[src/u2b_pkg.sv]
// Package for the UTF-8 to BMP decoder.
// Holds the byte masks, owed byte counts and fixed code units used by the decoder.
// Depends on nothing.
package u2b_pkg;

   localparam int unsigned ByteWidth = 8;
   localparam int unsigned CodeWidth = 16;
   localparam int unsigned CountWidth = 2;

   localparam logic [ByteWidth-1:0] ContMask = 8'h3F;
   localparam logic [ByteWidth-1:0] TwoLeadMask = 8'h1F;
   localparam logic [ByteWidth-1:0] ThreeLeadMask = 8'h0F;

   localparam logic [CodeWidth-1:0] UnsupportedCode = 16'h003F;
   localparam logic [CodeWidth-1:0] TerminatorCode = 16'h0000;

   localparam logic [CountWidth-1:0] TwoByteOwed = 2'd1;
   localparam logic [CountWidth-1:0] ThreeByteOwed = 2'd2;
   localparam logic [CountWidth-1:0] SkipOwed = 2'd3;

endpackage

[src/u2b_if.sv]
// Channel interfaces for the UTF-8 to BMP decoder: byte requests and code unit responses.
// Each carries valid, ready and its payload; widths come from u2b_pkg.
interface u2b_req_if;
   logic                           valid;
   logic                           ready;
   logic [u2b_pkg::ByteWidth-1:0]  in_byte;

   modport source (output valid, output in_byte, input ready);
   modport sink (input valid, input in_byte, output ready);
endinterface

interface u2b_rsp_if;
   logic                           valid;
   logic                           ready;
   logic [u2b_pkg::CodeWidth-1:0]  code_unit;
   logic                           end_of_string;

   modport source (output valid, output code_unit, output end_of_string, input ready);
   modport sink (input valid, input code_unit, input end_of_string, output ready);
endinterface

[src/utf8_to_bmp_decoder.sv]
// Top level of the UTF-8 to BMP decoder.
// Uses u2b_pkg and the channel interfaces in u2b_if.sv.
//
//   channel  direction  payload                        role
//   req      in         in_byte[7:0]                   one UTF-8 byte per word
//   rsp      out        code_unit[15:0], end_of_string one code unit per word, or none
//
// A byte is taken in every cycle while the response register is empty or being drained.
// Its decoded code unit, if any, appears in the response register in the cycle after it is taken.
// The sequence state is updated in the cycle a byte is accepted; a stall on rsp holds
// the response in place and keeps req.ready low. Synchronous reset clears the sequence
// state and the response valid flag.
module utf8_to_bmp_decoder (
   input  logic          clock,
   input  logic          reset,
   u2b_req_if.sink       req,
   u2b_rsp_if.source     rsp
);

   logic [u2b_pkg::CountWidth-1:0] bytes_left_ff, bytes_left_in;
   logic                           skipping_ff, skipping_in;
   logic [u2b_pkg::CodeWidth-1:0]  partial_ff, partial_in;
   logic                           rsp_valid_ff;
   logic [u2b_pkg::CodeWidth-1:0]  code_ff;
   logic                           end_ff;

   logic [u2b_pkg::CountWidth-1:0] left_dec;
   logic                           accept;
   logic                           res_valid;
   logic [u2b_pkg::CodeWidth-1:0]  res_code;
   logic                           res_end;
   logic                           load;

   assign load = rsp.ready || !rsp_valid_ff;
   assign req.ready = load;
   assign accept = req.valid && load;
   assign left_dec = bytes_left_ff - u2b_pkg::CountWidth'(1);

   always_comb begin
      bytes_left_in = bytes_left_ff;
      skipping_in = skipping_ff;
      partial_in = partial_ff;
      res_valid = 1'b0;
      res_code = u2b_pkg::TerminatorCode;
      res_end = 1'b0;
      if (req.in_byte == '0) begin
         bytes_left_in = '0;
         skipping_in = 1'b0;
         partial_in = '0;
         res_valid = 1'b1;
         res_end = 1'b1;
      end else if (bytes_left_ff != '0) begin
         bytes_left_in = left_dec;
         if (skipping_ff) begin
            if (left_dec == '0) begin
               skipping_in = 1'b0;
            end
         end else begin
            partial_in = {partial_ff[u2b_pkg::CodeWidth-7:0],
                          req.in_byte[5:0] & u2b_pkg::ContMask[5:0]};
            if (left_dec == '0) begin
               res_valid = 1'b1;
               res_code = partial_in;
            end
         end
      end else begin
         skipping_in = 1'b0;
         case (req.in_byte) inside
            8'b0???????: begin
               res_valid = 1'b1;
               res_code = {8'h00, req.in_byte};
            end
            8'b110?????: begin
               partial_in = {11'd0, req.in_byte[4:0] & u2b_pkg::TwoLeadMask[4:0]};
               bytes_left_in = u2b_pkg::TwoByteOwed;
            end
            8'b1110????: begin
               partial_in = {12'd0, req.in_byte[3:0] & u2b_pkg::ThreeLeadMask[3:0]};
               bytes_left_in = u2b_pkg::ThreeByteOwed;
            end
            default: begin
               partial_in = '0;
               skipping_in = 1'b1;
               bytes_left_in = u2b_pkg::SkipOwed;
               res_valid = 1'b1;
               res_code = u2b_pkg::UnsupportedCode;
            end
         endcase
      end
   end

   always_ff @(posedge clock) begin
      if (reset) begin
         bytes_left_ff <= '0;
         skipping_ff <= 1'b0;
         partial_ff <= '0;
         rsp_valid_ff <= 1'b0;
      end else begin
         if (accept) begin
            bytes_left_ff <= bytes_left_in;
            skipping_ff <= skipping_in;
            partial_ff <= partial_in;
         end
         if (load) begin
            rsp_valid_ff <= accept && res_valid;
         end
      end
   end

   always_ff @(posedge clock) begin
      if (load) begin
         code_ff <= res_code;
         end_ff <= res_end;
      end
   end

   assign rsp.valid = rsp_valid_ff;
   assign rsp.code_unit = code_ff;
   assign rsp.end_of_string = end_ff;

endmodule
[src/flat_wrapper.sv]
// flat-port wrapper written by rule: the top's interface ports become plain ports
module utf8_to_bmp_decoder_flat 
  (clock, reset, req_valid, req_in_byte, req_ready, rsp_valid, rsp_code_unit, rsp_end_of_string, rsp_ready);
  u2b_req_if req_i ();
  u2b_rsp_if rsp_i ();
  input  logic clock;
  input  logic reset;
  input wire logic [$bits(req_i.valid)-1:0] req_valid;
  input wire logic [$bits(req_i.in_byte)-1:0] req_in_byte;
  output wire logic [$bits(req_i.ready)-1:0] req_ready;
  output wire logic [$bits(rsp_i.valid)-1:0] rsp_valid;
  output wire logic [$bits(rsp_i.code_unit)-1:0] rsp_code_unit;
  output wire logic [$bits(rsp_i.end_of_string)-1:0] rsp_end_of_string;
  input wire logic [$bits(rsp_i.ready)-1:0] rsp_ready;
  assign req_i.valid = req_valid;
  assign req_i.in_byte = req_in_byte;
  assign req_ready = req_i.ready;
  assign rsp_valid = rsp_i.valid;
  assign rsp_code_unit = rsp_i.code_unit;
  assign rsp_end_of_string = rsp_i.end_of_string;
  assign rsp_i.ready = rsp_ready;
  utf8_to_bmp_decoder u_core (.clock(clock), .reset(reset), .req(req_i), .rsp(rsp_i));
endmodule
[config.mk]
export PLATFORM = sky130hd
export DESIGN_NAME = utf8_to_bmp_decoder_flat
export DESIGN_NICKNAME = d
export VERILOG_FILES = /design/src/u2b_pkg.sv /design/src/u2b_if.sv /design/src/utf8_to_bmp_decoder.sv /design/src/flat_wrapper.sv
export SDC_FILE = /design/constraint.sdc
export NUM_CORES = 1
export LEC_CHECK = 0
export BUFFER_PORTS_ARGS = -buffer_cell sky130_fd_sc_hd__buf_2
export CORE_ASPECT_RATIO = 0.8
export CORE_MARGIN = 2
export CORE_UTILIZATION = 53
export CTS_CLUSTER_SIZE = 28
export DETAILED_ROUTE_END_ITERATION = 8
export GPL_ROUTABILITY_DRIVEN = 0
export PLACE_DENSITY_LB_ADDON = 0.12
export SETUP_SLACK_MARGIN = 0.05
export SLEW_MARGIN = 20
export SYNTH_ARGS = -nofsm -noshare
export SYNTH_HDL_FRONTEND = slang
export SYNTH_SLANG_ARGS = --single-unit
[constraint.sdc]
create_clock -name clock -period 2.3 [get_ports clock]
set_clock_uncertainty 0.2 [all_clocks]
set_input_delay 0.23 -clock clock [delete_from_list [all_inputs] [get_ports clock]]
set_output_delay 0.23 -clock clock [all_outputs]
set_load 0.02 [all_outputs]
---- Yosys cells after proc, flatten, opt, wreduce, memory -nomap -nowiden ----
Cells that the tools add are included.
storage, ports and cells
  register bits after elaboration ......... 31
  input port bits ......................... 12
  output and inout port bits .............. 19
  word-level logic and storage cells ...... 50
operators by class
  $add $sub $neg .......................... 1
  equality and inequality tests ........... 3
  muxes and demuxes ....................... 30
  reductions and logical operators ........ 10
operator list
  cell                                                                 count
  16-bit 2-to-1 mux                                                    5
  10-bit 2-to-1 mux                                                    4
  1-bit 2-to-1 mux                                                     14
  8-bit logical NOT                                                    1
  2-bit 2-to-1 mux                                                     4
  6-bit 2-to-1 mux                                                     1
  5-bit 2-to-1 mux                                                     1
  4-bit == test (second input constant)                                1
  4-bit 2-to-1 mux                                                     1
  3-bit == test (second input constant)                                1
  3-bit inequality test (second input constant)                        1
  3-bit AND reduction                                                  1
  3-bit nonzero test                                                   1
  1-bit logical AND                                                    2
  2-bit logical NOT                                                    1
  2-bit AND reduction                                                  1
  2-bit nonzero test                                                   1
  2-bit by 1-bit subtractor with 2-bit output (second input constant)  1
  1-bit logical NOT                                                    1
  1-bit logical OR                                                     1

---- Logic depth before layout (Yosys ltp) ----
Gate-level depths: netlist of run 1.
  depth after elaboration ................. 7
  depth in mapped cells ................... 6
  gate-level depth less buffers ........... 5

---- Worst setup path before layout of run 1 ----
No wires, ideal clock.
  path type ............................... register -> register
  start ................................... reg u_core.rsp_valid_ff (netlist: u_core.rsp.valid)
  end ..................................... reg u_core.bytes_left_ff[0] in the netlist's numbering
  setup time .............................. 70 ps
  data arrival time ....................... 1767 ps
  data required time ...................... 2030 ps
  path slack .............................. 263 ps
  cell stages (with the launch flop) ...... 5
  buffers on the path ..................... 0
  period minus slack after synthesis ...... 2037 ps
  cells stage by stage .................... dfxtp_1 > nand2b_1 > o311ai_0 > or4_1 > a21oi_1
on the way
  word-level cells in the longest chain between the ends .. 4
RTL lines
  what                           RTL line                    source
  from (decl)                    utf8_to_bmp_decoder.sv:23   logic rsp_valid_ff;
  from (signal assigned)         utf8_to_bmp_decoder.sv:105  rsp_valid_ff <= accept && res_valid;
  1-bit logical NOT              utf8_to_bmp_decoder.sv:34   assign load = rsp.ready || !rsp_valid_ff;
  1-bit logical OR               utf8_to_bmp_decoder.sv:34
  net req_ready                  flat_wrapper.sv:10          output wire logic [$bits(req_i.ready)-1:0] req_ready;
  1-bit logical AND              utf8_to_bmp_decoder.sv:36   assign accept = req.valid && load;
  2-bit AND reduction (no line)  --
  to (signal assigned)           utf8_to_bmp_decoder.sv:100  bytes_left_ff <= bytes_left_in;
  to (decl)                      utf8_to_bmp_decoder.sv:20   logic [u2b_pkg::CountWidth-1:0] bytes_left_ff, bytes_left_in;
The timed path passes the listed nets, and every way through them passes these cells.
A chain may end at the register's enable or synchronous reset.

---- Worst setup path after layout of run 1 ----
  start ................................... in req_in_byte[2]
  end ..................................... reg u_core.partial_ff[0] in the netlist's numbering
on the way
  word-level cells in the longest chain between the ends .. 3
  elaborated cells between the ends (all ways) .. 5
  those cells by class .................... 1 x eq/ne; 1 x mux; 3 x reduce/logical
RTL lines
  what                                                                   RTL line                    source
  from (decl)                                                            flat_wrapper.sv:9           input wire logic [$bits(req_i.in_byte)-1:0] req_in_byte;
  8-bit logical NOT (*)                                                  utf8_to_bmp_decoder.sv:46   if (req.in_byte == '0) begin
  3-bit inequality test (no line) or 3-bit nonzero test (tied branches)  --
  3-bit AND reduction (no line)                                          --
  to (signal assigned)                                                   utf8_to_bmp_decoder.sv:102  partial_ff <= partial_in;
  to (decl)                                                              utf8_to_bmp_decoder.sv:22   logic [u2b_pkg::CodeWidth-1:0] partial_ff, partial_in;
Every way passes the cells marked *; elsewhere a longest branch is shown, timed or not.

==> run_results.csv, run 1 <==
group,metric,value,unit
run_status,status,"complete, no violations",
yosys,yosysWarnings,0,
clock_tree,clk_pin_slew,0.09,ns
yosys,synth_enable_flop_cells,17,
run,cap_violations,0,
finish,final_util,0.689,
finish,antenna_cells,0,
floorplanning,fp-row-count,16,
clock_tree,root_buffer,"clkbuf_4",
global_routing,grt_max_degree,17,
power_and_ir_drop,power.density,769,nW/um^2
finish,fin_cells,206,
timing,holdWs,0.0358,ns
yosys,synthFlopType,"edfxtp_1",
timing,maxSlewHeadroom,0.708,
min_path,hp-class,"in -> reg",
finish,nets,181,
timing,hold_viol,0,
timing,clock.fmax,0.480,GHz
power_and_ir_drop,p_leak,0.728,nW
worst_setup_path,rrSetupSlack,0.47,ns
floorplanning,die_h,50.3,um
timing,slew_violations,0,
clock_tree,cts_tree,"built",
finish,syn_to_final_growth,21.6,%
clock_tree,clockBufferDepth,2,
floorplanning,dieArea,3110,um^2
timing,post-route-min-period,2.08,ns
global_routing,grt_pass1_vias,1071,
yosys,netlist-cell-type-count,34,
finish,final_area,1720,um^2
route,dr.pass1.iters,4,
yosys,syn_area,1420,um^2
yosys,synth_fp_nets,144,
timing,setup_tns,0,ns
clock_tree,htreeDepth,2,
yosys,synthCells,132,
global_routing,grt_pass1_wl,4900,um
yosys,async_flop_share,0,
route,drt_iter0_markers,30,
global_routing,grt_usage,0.223,
clock_tree,insertion_delay,0.34,ns
floorplanning,pin_count,31,
worst_setup_path,critPathRequiredTime,2.33,ns
worst_setup_path,worstSetupPathType,"in -> reg",
yosys,synth_area_per_cell,10.7,um^2
place,portBuffers,30,
route,drt_wl_total,3020,um
power_and_ir_drop,ir_drop,0.475,mV
place,dp_slack,0.454,ns
worst_setup_path,worstPathArrival,2.11,ns
route,vias,1148,
route,via_per_inst,5.57,
global_routing,gr-total-overflow,0,
route,post-route-drc-count,0,
place,detailed_place_hpwl,2100,um
finish,nFillCells,216,
finish,multi_input_area,572,um^2
floorplanning,die_x,61.8,um
global_routing,antenna_found_initial,0,
power_and_ir_drop,finalPower,1.33,mW
place,placed_area,1590,um^2
worst_setup_path,path_max_fanout,10,
timing,fin_ws,0.219,ns
clock_tree,post_cts_resized,0,
route,ant_nets,0,
timing,finalSetupViolations,0,
worst_setup_path,cp-end-kind,"flop",
finish,seq_area,791,um^2
yosys,ys_ff_latch,31,
finish,drive_above_1_share,0.306,
yosys,ys_seq_area_frac,0.558,
clock_tree,numClockSinks,31,
timing,finalCritPeriodShare,0.905,
route,wl_per_cell,14.6,um
clock_tree,cts_inserted_buffers,5,
place,dp.cells,193,
timing,worstMarginPinSlew,0.438,ns
timing,rsz0062_at_grt,"false",
clock_tree,post-cts-setup-buffer-count,0,
clock_tree,postCtsHoldBufs,4,
floorplanning,start_util,0.567,
floorplanning,core,2500,um^2
worst_setup_path,cp-start-kind,"input port",
## worst max-delay path, stage by stage
cell and delay (ns):
dlygate4sd3_1 0.54, buf_2 0.15, nor4_4 0.40, a22o_1 0.48
a21oi_2 0.10, a31o_1 0.20
## cell usage after synthesis, drive strengths merged (2+ instances only)
library cell  count  area (um^2)
edfxtp           17          510
a21oi            15         90.1
dfxtp            14          280
nor2             14         55.1
o21ai            11         55.1
and3              9         56.3
nand2             9         36.3
nand2b            7         43.8
nand4             6         37.5
a31o              4         35.0
buf               4         32.5
clkbuf            4         15.0
inv               2         7.50
nor4              2         42.5
## state kept, by name (all words and copies together), names as in the netlist
signal                    cells
u_core.skipping_ff            1
u_core.bytes_left_ff          2
u_core.rsp.code_unit         16
u_core.rsp.valid              1
u_core.partial_ff            10
u_core.rsp.end_of_string      1
## cell usage in the layout, fill, tap and decap left out, types with 2 or more instances in the layout
cell	n
buf_2	30
edfxtp_1	17
dfxtp_1	14
nor2_1	13
a21oi_1	11
o21ai_0	10
and3_1	9
nand2_1	8
nand2b_1	7
nand4_1	6
clkbuf_4	5
dlygate4sd3_1	5
a21oi_2	4
a31o_1	4
buf_4	3
nor4_4	2
## area by class of cell
cell class                      count  share of cell area
Clock buffer                        6              0.0298
Multi-Input combinational cell     91               0.332
Sequential cell                    31               0.459
Timing Repair Buffer               38               0.129
Inverter                            2             0.00435
Clock inverter                      2              0.0203
Tap cell                           36              0.0261
## kinds of logic after synthesis
group,synth area share
AO/OA/AOI/OAI,0.184
flip-flops,0.558
AND/OR/NAND/NOR,0.219
buffers and inverters,0.0388
## per-layer routing
metal	vias to the layer above	global-route usage	wire length [um]
li1	570	-	-
met1	530	0.298	1450
met2	37	0.318	1340
met3	11	0.0876	166
met4	0	0.0957	65
met5	-	0	0
## final timing paths
check             cells after the start                            startpoint                                 to
hold reg to reg                       2     u_core.partial_ff[7]$_SDFFE_PP0P_  u_core.partial_ff[7]$_SDFFE_PP0P_
setup reg to reg                      4  u_core.bytes_left_ff[0]$_SDFFE_PP0P_  u_core.partial_ff[0]$_SDFFE_PP0P_
setup / recovery                      6                        req_in_byte[2]  u_core.partial_ff[0]$_SDFFE_PP0P_
hold / removal                        3                        req_in_byte[4]  u_core.partial_ff[4]$_SDFFE_PP0P_
## where the power goes
part	switching [mW]	leakage, nW	internal [mW]	total (mW)
registers	0.0177	0.308	0.631	0.648
clock network	0.186	0.0482	0.257	0.443
logic	0.156	0.372	0.0792	0.235
Note: power is estimated with default switching activity, not from simulation.
==> run 2, diff against run 1 <==
- BUFFER_PORTS_ARGS: -buffer_cell sky130_fd_sc_hd__buf_2 -> -buffer_cell sky130_fd_sc_hd__clkbuf_2
==> run_results.csv, run 2 (synthesis results as in run 1) <==
group,metric,value,unit
global_routing,grt_usage,0.222,
worst_setup_path,worstSetupPathType,"in -> reg",
timing,slew_violations,0,
timing,rsz0062_at_grt,"false",
floorplanning,die_h,50.3,um
clock_tree,clockBufferDepth,2,
run_status,status,"complete, no violations",
floorplanning,fp-row-count,16,
worst_setup_path,rr_worst_depth,4,
finish,layout_common_cells,"clkbuf_2 (30), edfxtp_1 (17), dfxtp_1 (14)",
timing,maxSlewHeadroom,0.664,
run,cap_violations,0,
finish,drive_above_1_share,0.306,
finish,nets,181,
worst_setup_path,cp-start-kind,"input port",
power_and_ir_drop,combPwrFrac,0.196,
power_and_ir_drop,seqPwrFrac,0.546,
worst_setup_path,path_max_fanout,10,
worst_setup_path,critPathRequiredTime,2.37,ns
timing,holdWs,0.0316,ns
power_and_ir_drop,p_switching,370,uW
min_path,hp-class,"in -> reg",
finish,layout_commonest_cell,"clkbuf_2",
timing,finalSetupViolations,0,
timing,hold_viol,0,
worst_setup_path,path_cells,"dlygate4sd3_1, clkbuf_2, nor4_4, a22o_1, nand4_1, a21oi_1",
worst_setup_path,critPathBufInv,2,
global_routing,grt_pass1_vias,1025,
route,ant_nets,0,
route,post-route-drc-count,0,
min_path,min_path_cells,3,
timing,worstMarginPinSlew,0.504,ns
clock_tree,cts_tree,"built",
route,dr.pass1.iters,4,
route,drt_iter0_markers,69,
clock_tree,root_buffer,"clkbuf_4",
timing,setup_tns,0,ns
route,wl_per_cell,14.9,um
worst_setup_path,worstPathArrival,2.12,ns
timing,clock.fmax,0.487,GHz
place,detailed_place_hpwl,2160,um
power_and_ir_drop,p_leak,0.710,nW
clock_tree,cts_inserted_buffers,5,
clock_tree,post_cts_resized,0,
route,via_per_inst,5.57,
place,portBuffers,30,
timing,finalCritPeriodShare,0.893,
worst_setup_path,cpPeakStageDelay,0.54,ns
power_and_ir_drop,internal_power,822,uW
global_routing,gr-total-overflow,0,
timing,post-route-min-period,2.05,ns
floorplanning,die_x,61.8,um
worst_setup_path,cp.depth,6,
power_and_ir_drop,p_sw_frac,0.310,
floorplanning,start_util,0.567,
power_and_ir_drop,power.density,705,nW/um^2
worst_setup_path,cp-end-kind,"flop",
clock_tree,insertion_delay,0.35,ns
floorplanning,core,2500,um^2
route,vias,1147,
clock_tree,postCtsHoldBufs,5,
route,drt_wl_total,3070,um
global_routing,antenna_found_initial,0,
clock_tree,htreeDepth,2,
global_routing,grt_pass1_wl,4900,um
power_and_ir_drop,pwr-share-clk,0.258,
finish,largest_reg_flops,16,
floorplanning,dieArea,3110,um^2
clock_tree,clk_pin_slew,0.09,ns
worst_setup_path,cp_top_family,"buffers and inverters",
power_and_ir_drop,ir_drop,0.407,mV
worst_setup_path,cp_slowest_cell,"dlygate4sd3_1",
clock_tree,numClockSinks,31,
floorplanning,pin_count,31,
finish,syn_to_final_growth,19.2,%
global_routing,grt_max_degree,17,
clock_tree,post-cts-setup-buffer-count,0,
finish,antenna_cells,0,
==> run 2: changes by cell type in the layout (fill, tap and decap cells not counted) <==
cell / previous run / this run
clkinv_2: 1 / 3
clkbuf_8: 1 / 0
buf_2: 30 / 0
clkbuf_2: 0 / 30
bufinv_16: 1 / 0
==> run 2: layout make-up <==
class	instances	area, um^2
Multi-Input combinational cell	91	572
Tap cell	36	45.0
Fill cell	210	812
Sequential cell	31	791
Inverter	2	7.51
Clock buffer	5	37.5
Timing Repair Buffer	38	223
Clock inverter	3	15.0
==> run 2: worst paths after layout <==
| path | slack (ns) | end | from |
|---|---|---|---|
| setup / recovery | 0.25 | u_core.partial_ff[8]$_SDFFE_PP0P_ | req_in_byte[2] |
| hold / removal | 0.03 | u_core.partial_ff[4]$_SDFFE_PP0P_ | req_in_byte[4] |
| setup reg to reg | 0.49 | u_core.partial_ff[8]$_SDFFE_PP0P_ | u_core.bytes_left_ff[0]$_SDFFE_PP0P_ |
| hold reg to reg | 0.28 | u_core.partial_ff[6]$_SDFFE_PP0P_ | u_core.partial_ff[6]$_SDFFE_PP0P_ |
==> run 2: power groups by stage <==
| stage | Sequential, mW | Combinational (mW) | Clock [mW] |
|---|---|---|---|
| after floorplan | 0.702 | 0.114 | 0 |
| after global placement | 0.662 | 0.222 | 0 |
| after detailed placement | 0.663 | 0.225 | 0 |
| after CTS | 0.650 | 0.232 | 0.311 |
| after global routing | 0.656 | 0.257 | 0.338 |
| final | 0.651 | 0.234 | 0.308 |
==> run 2: through the flow <==
| stage | cells | power, mW | setup slack, ns | instance area (um^2) | util |
|---|---|---|---|---|---|
| 6_report | 206 | 1.19 | 0.247 | 1690 | 0.676 |
| 3_5_place_dp | 193 | 0.888 | 0.422 | 1590 | 0.635 |
| 5_1_grt | 206 | 1.25 | 0.144 | 1690 | 0.676 |
| 3_3_place_gp | 193 | 0.883 | 0.450 | 1590 | 0.635 |
| 4_1_cts | 206 | 1.19 | 0.258 | 1690 | 0.676 |
| 2_1_floorplan | 132 | 0.816 | 0.263 | 1420 | - |
==> run 2: per-layer routing <==
| metal | vias up | global-route usage | routed length [um] |
|---|---|---|---|
| met5 | - | 0 | 0 |
| met2 | 46 | 0.318 | 1400 |
| met1 | 526 | 0.301 | 1440 |
| met4 | 0 | 0.0851 | 29 |
| met3 | 4 | 0.0851 | 198 |
| li1 | 571 | - | - |
==> run 2: worst min-delay path, cell delays in order <==
cell and delay [ns]:
clkbuf_2 0.15, nand4_1 0.09, a21oi_1 0.06
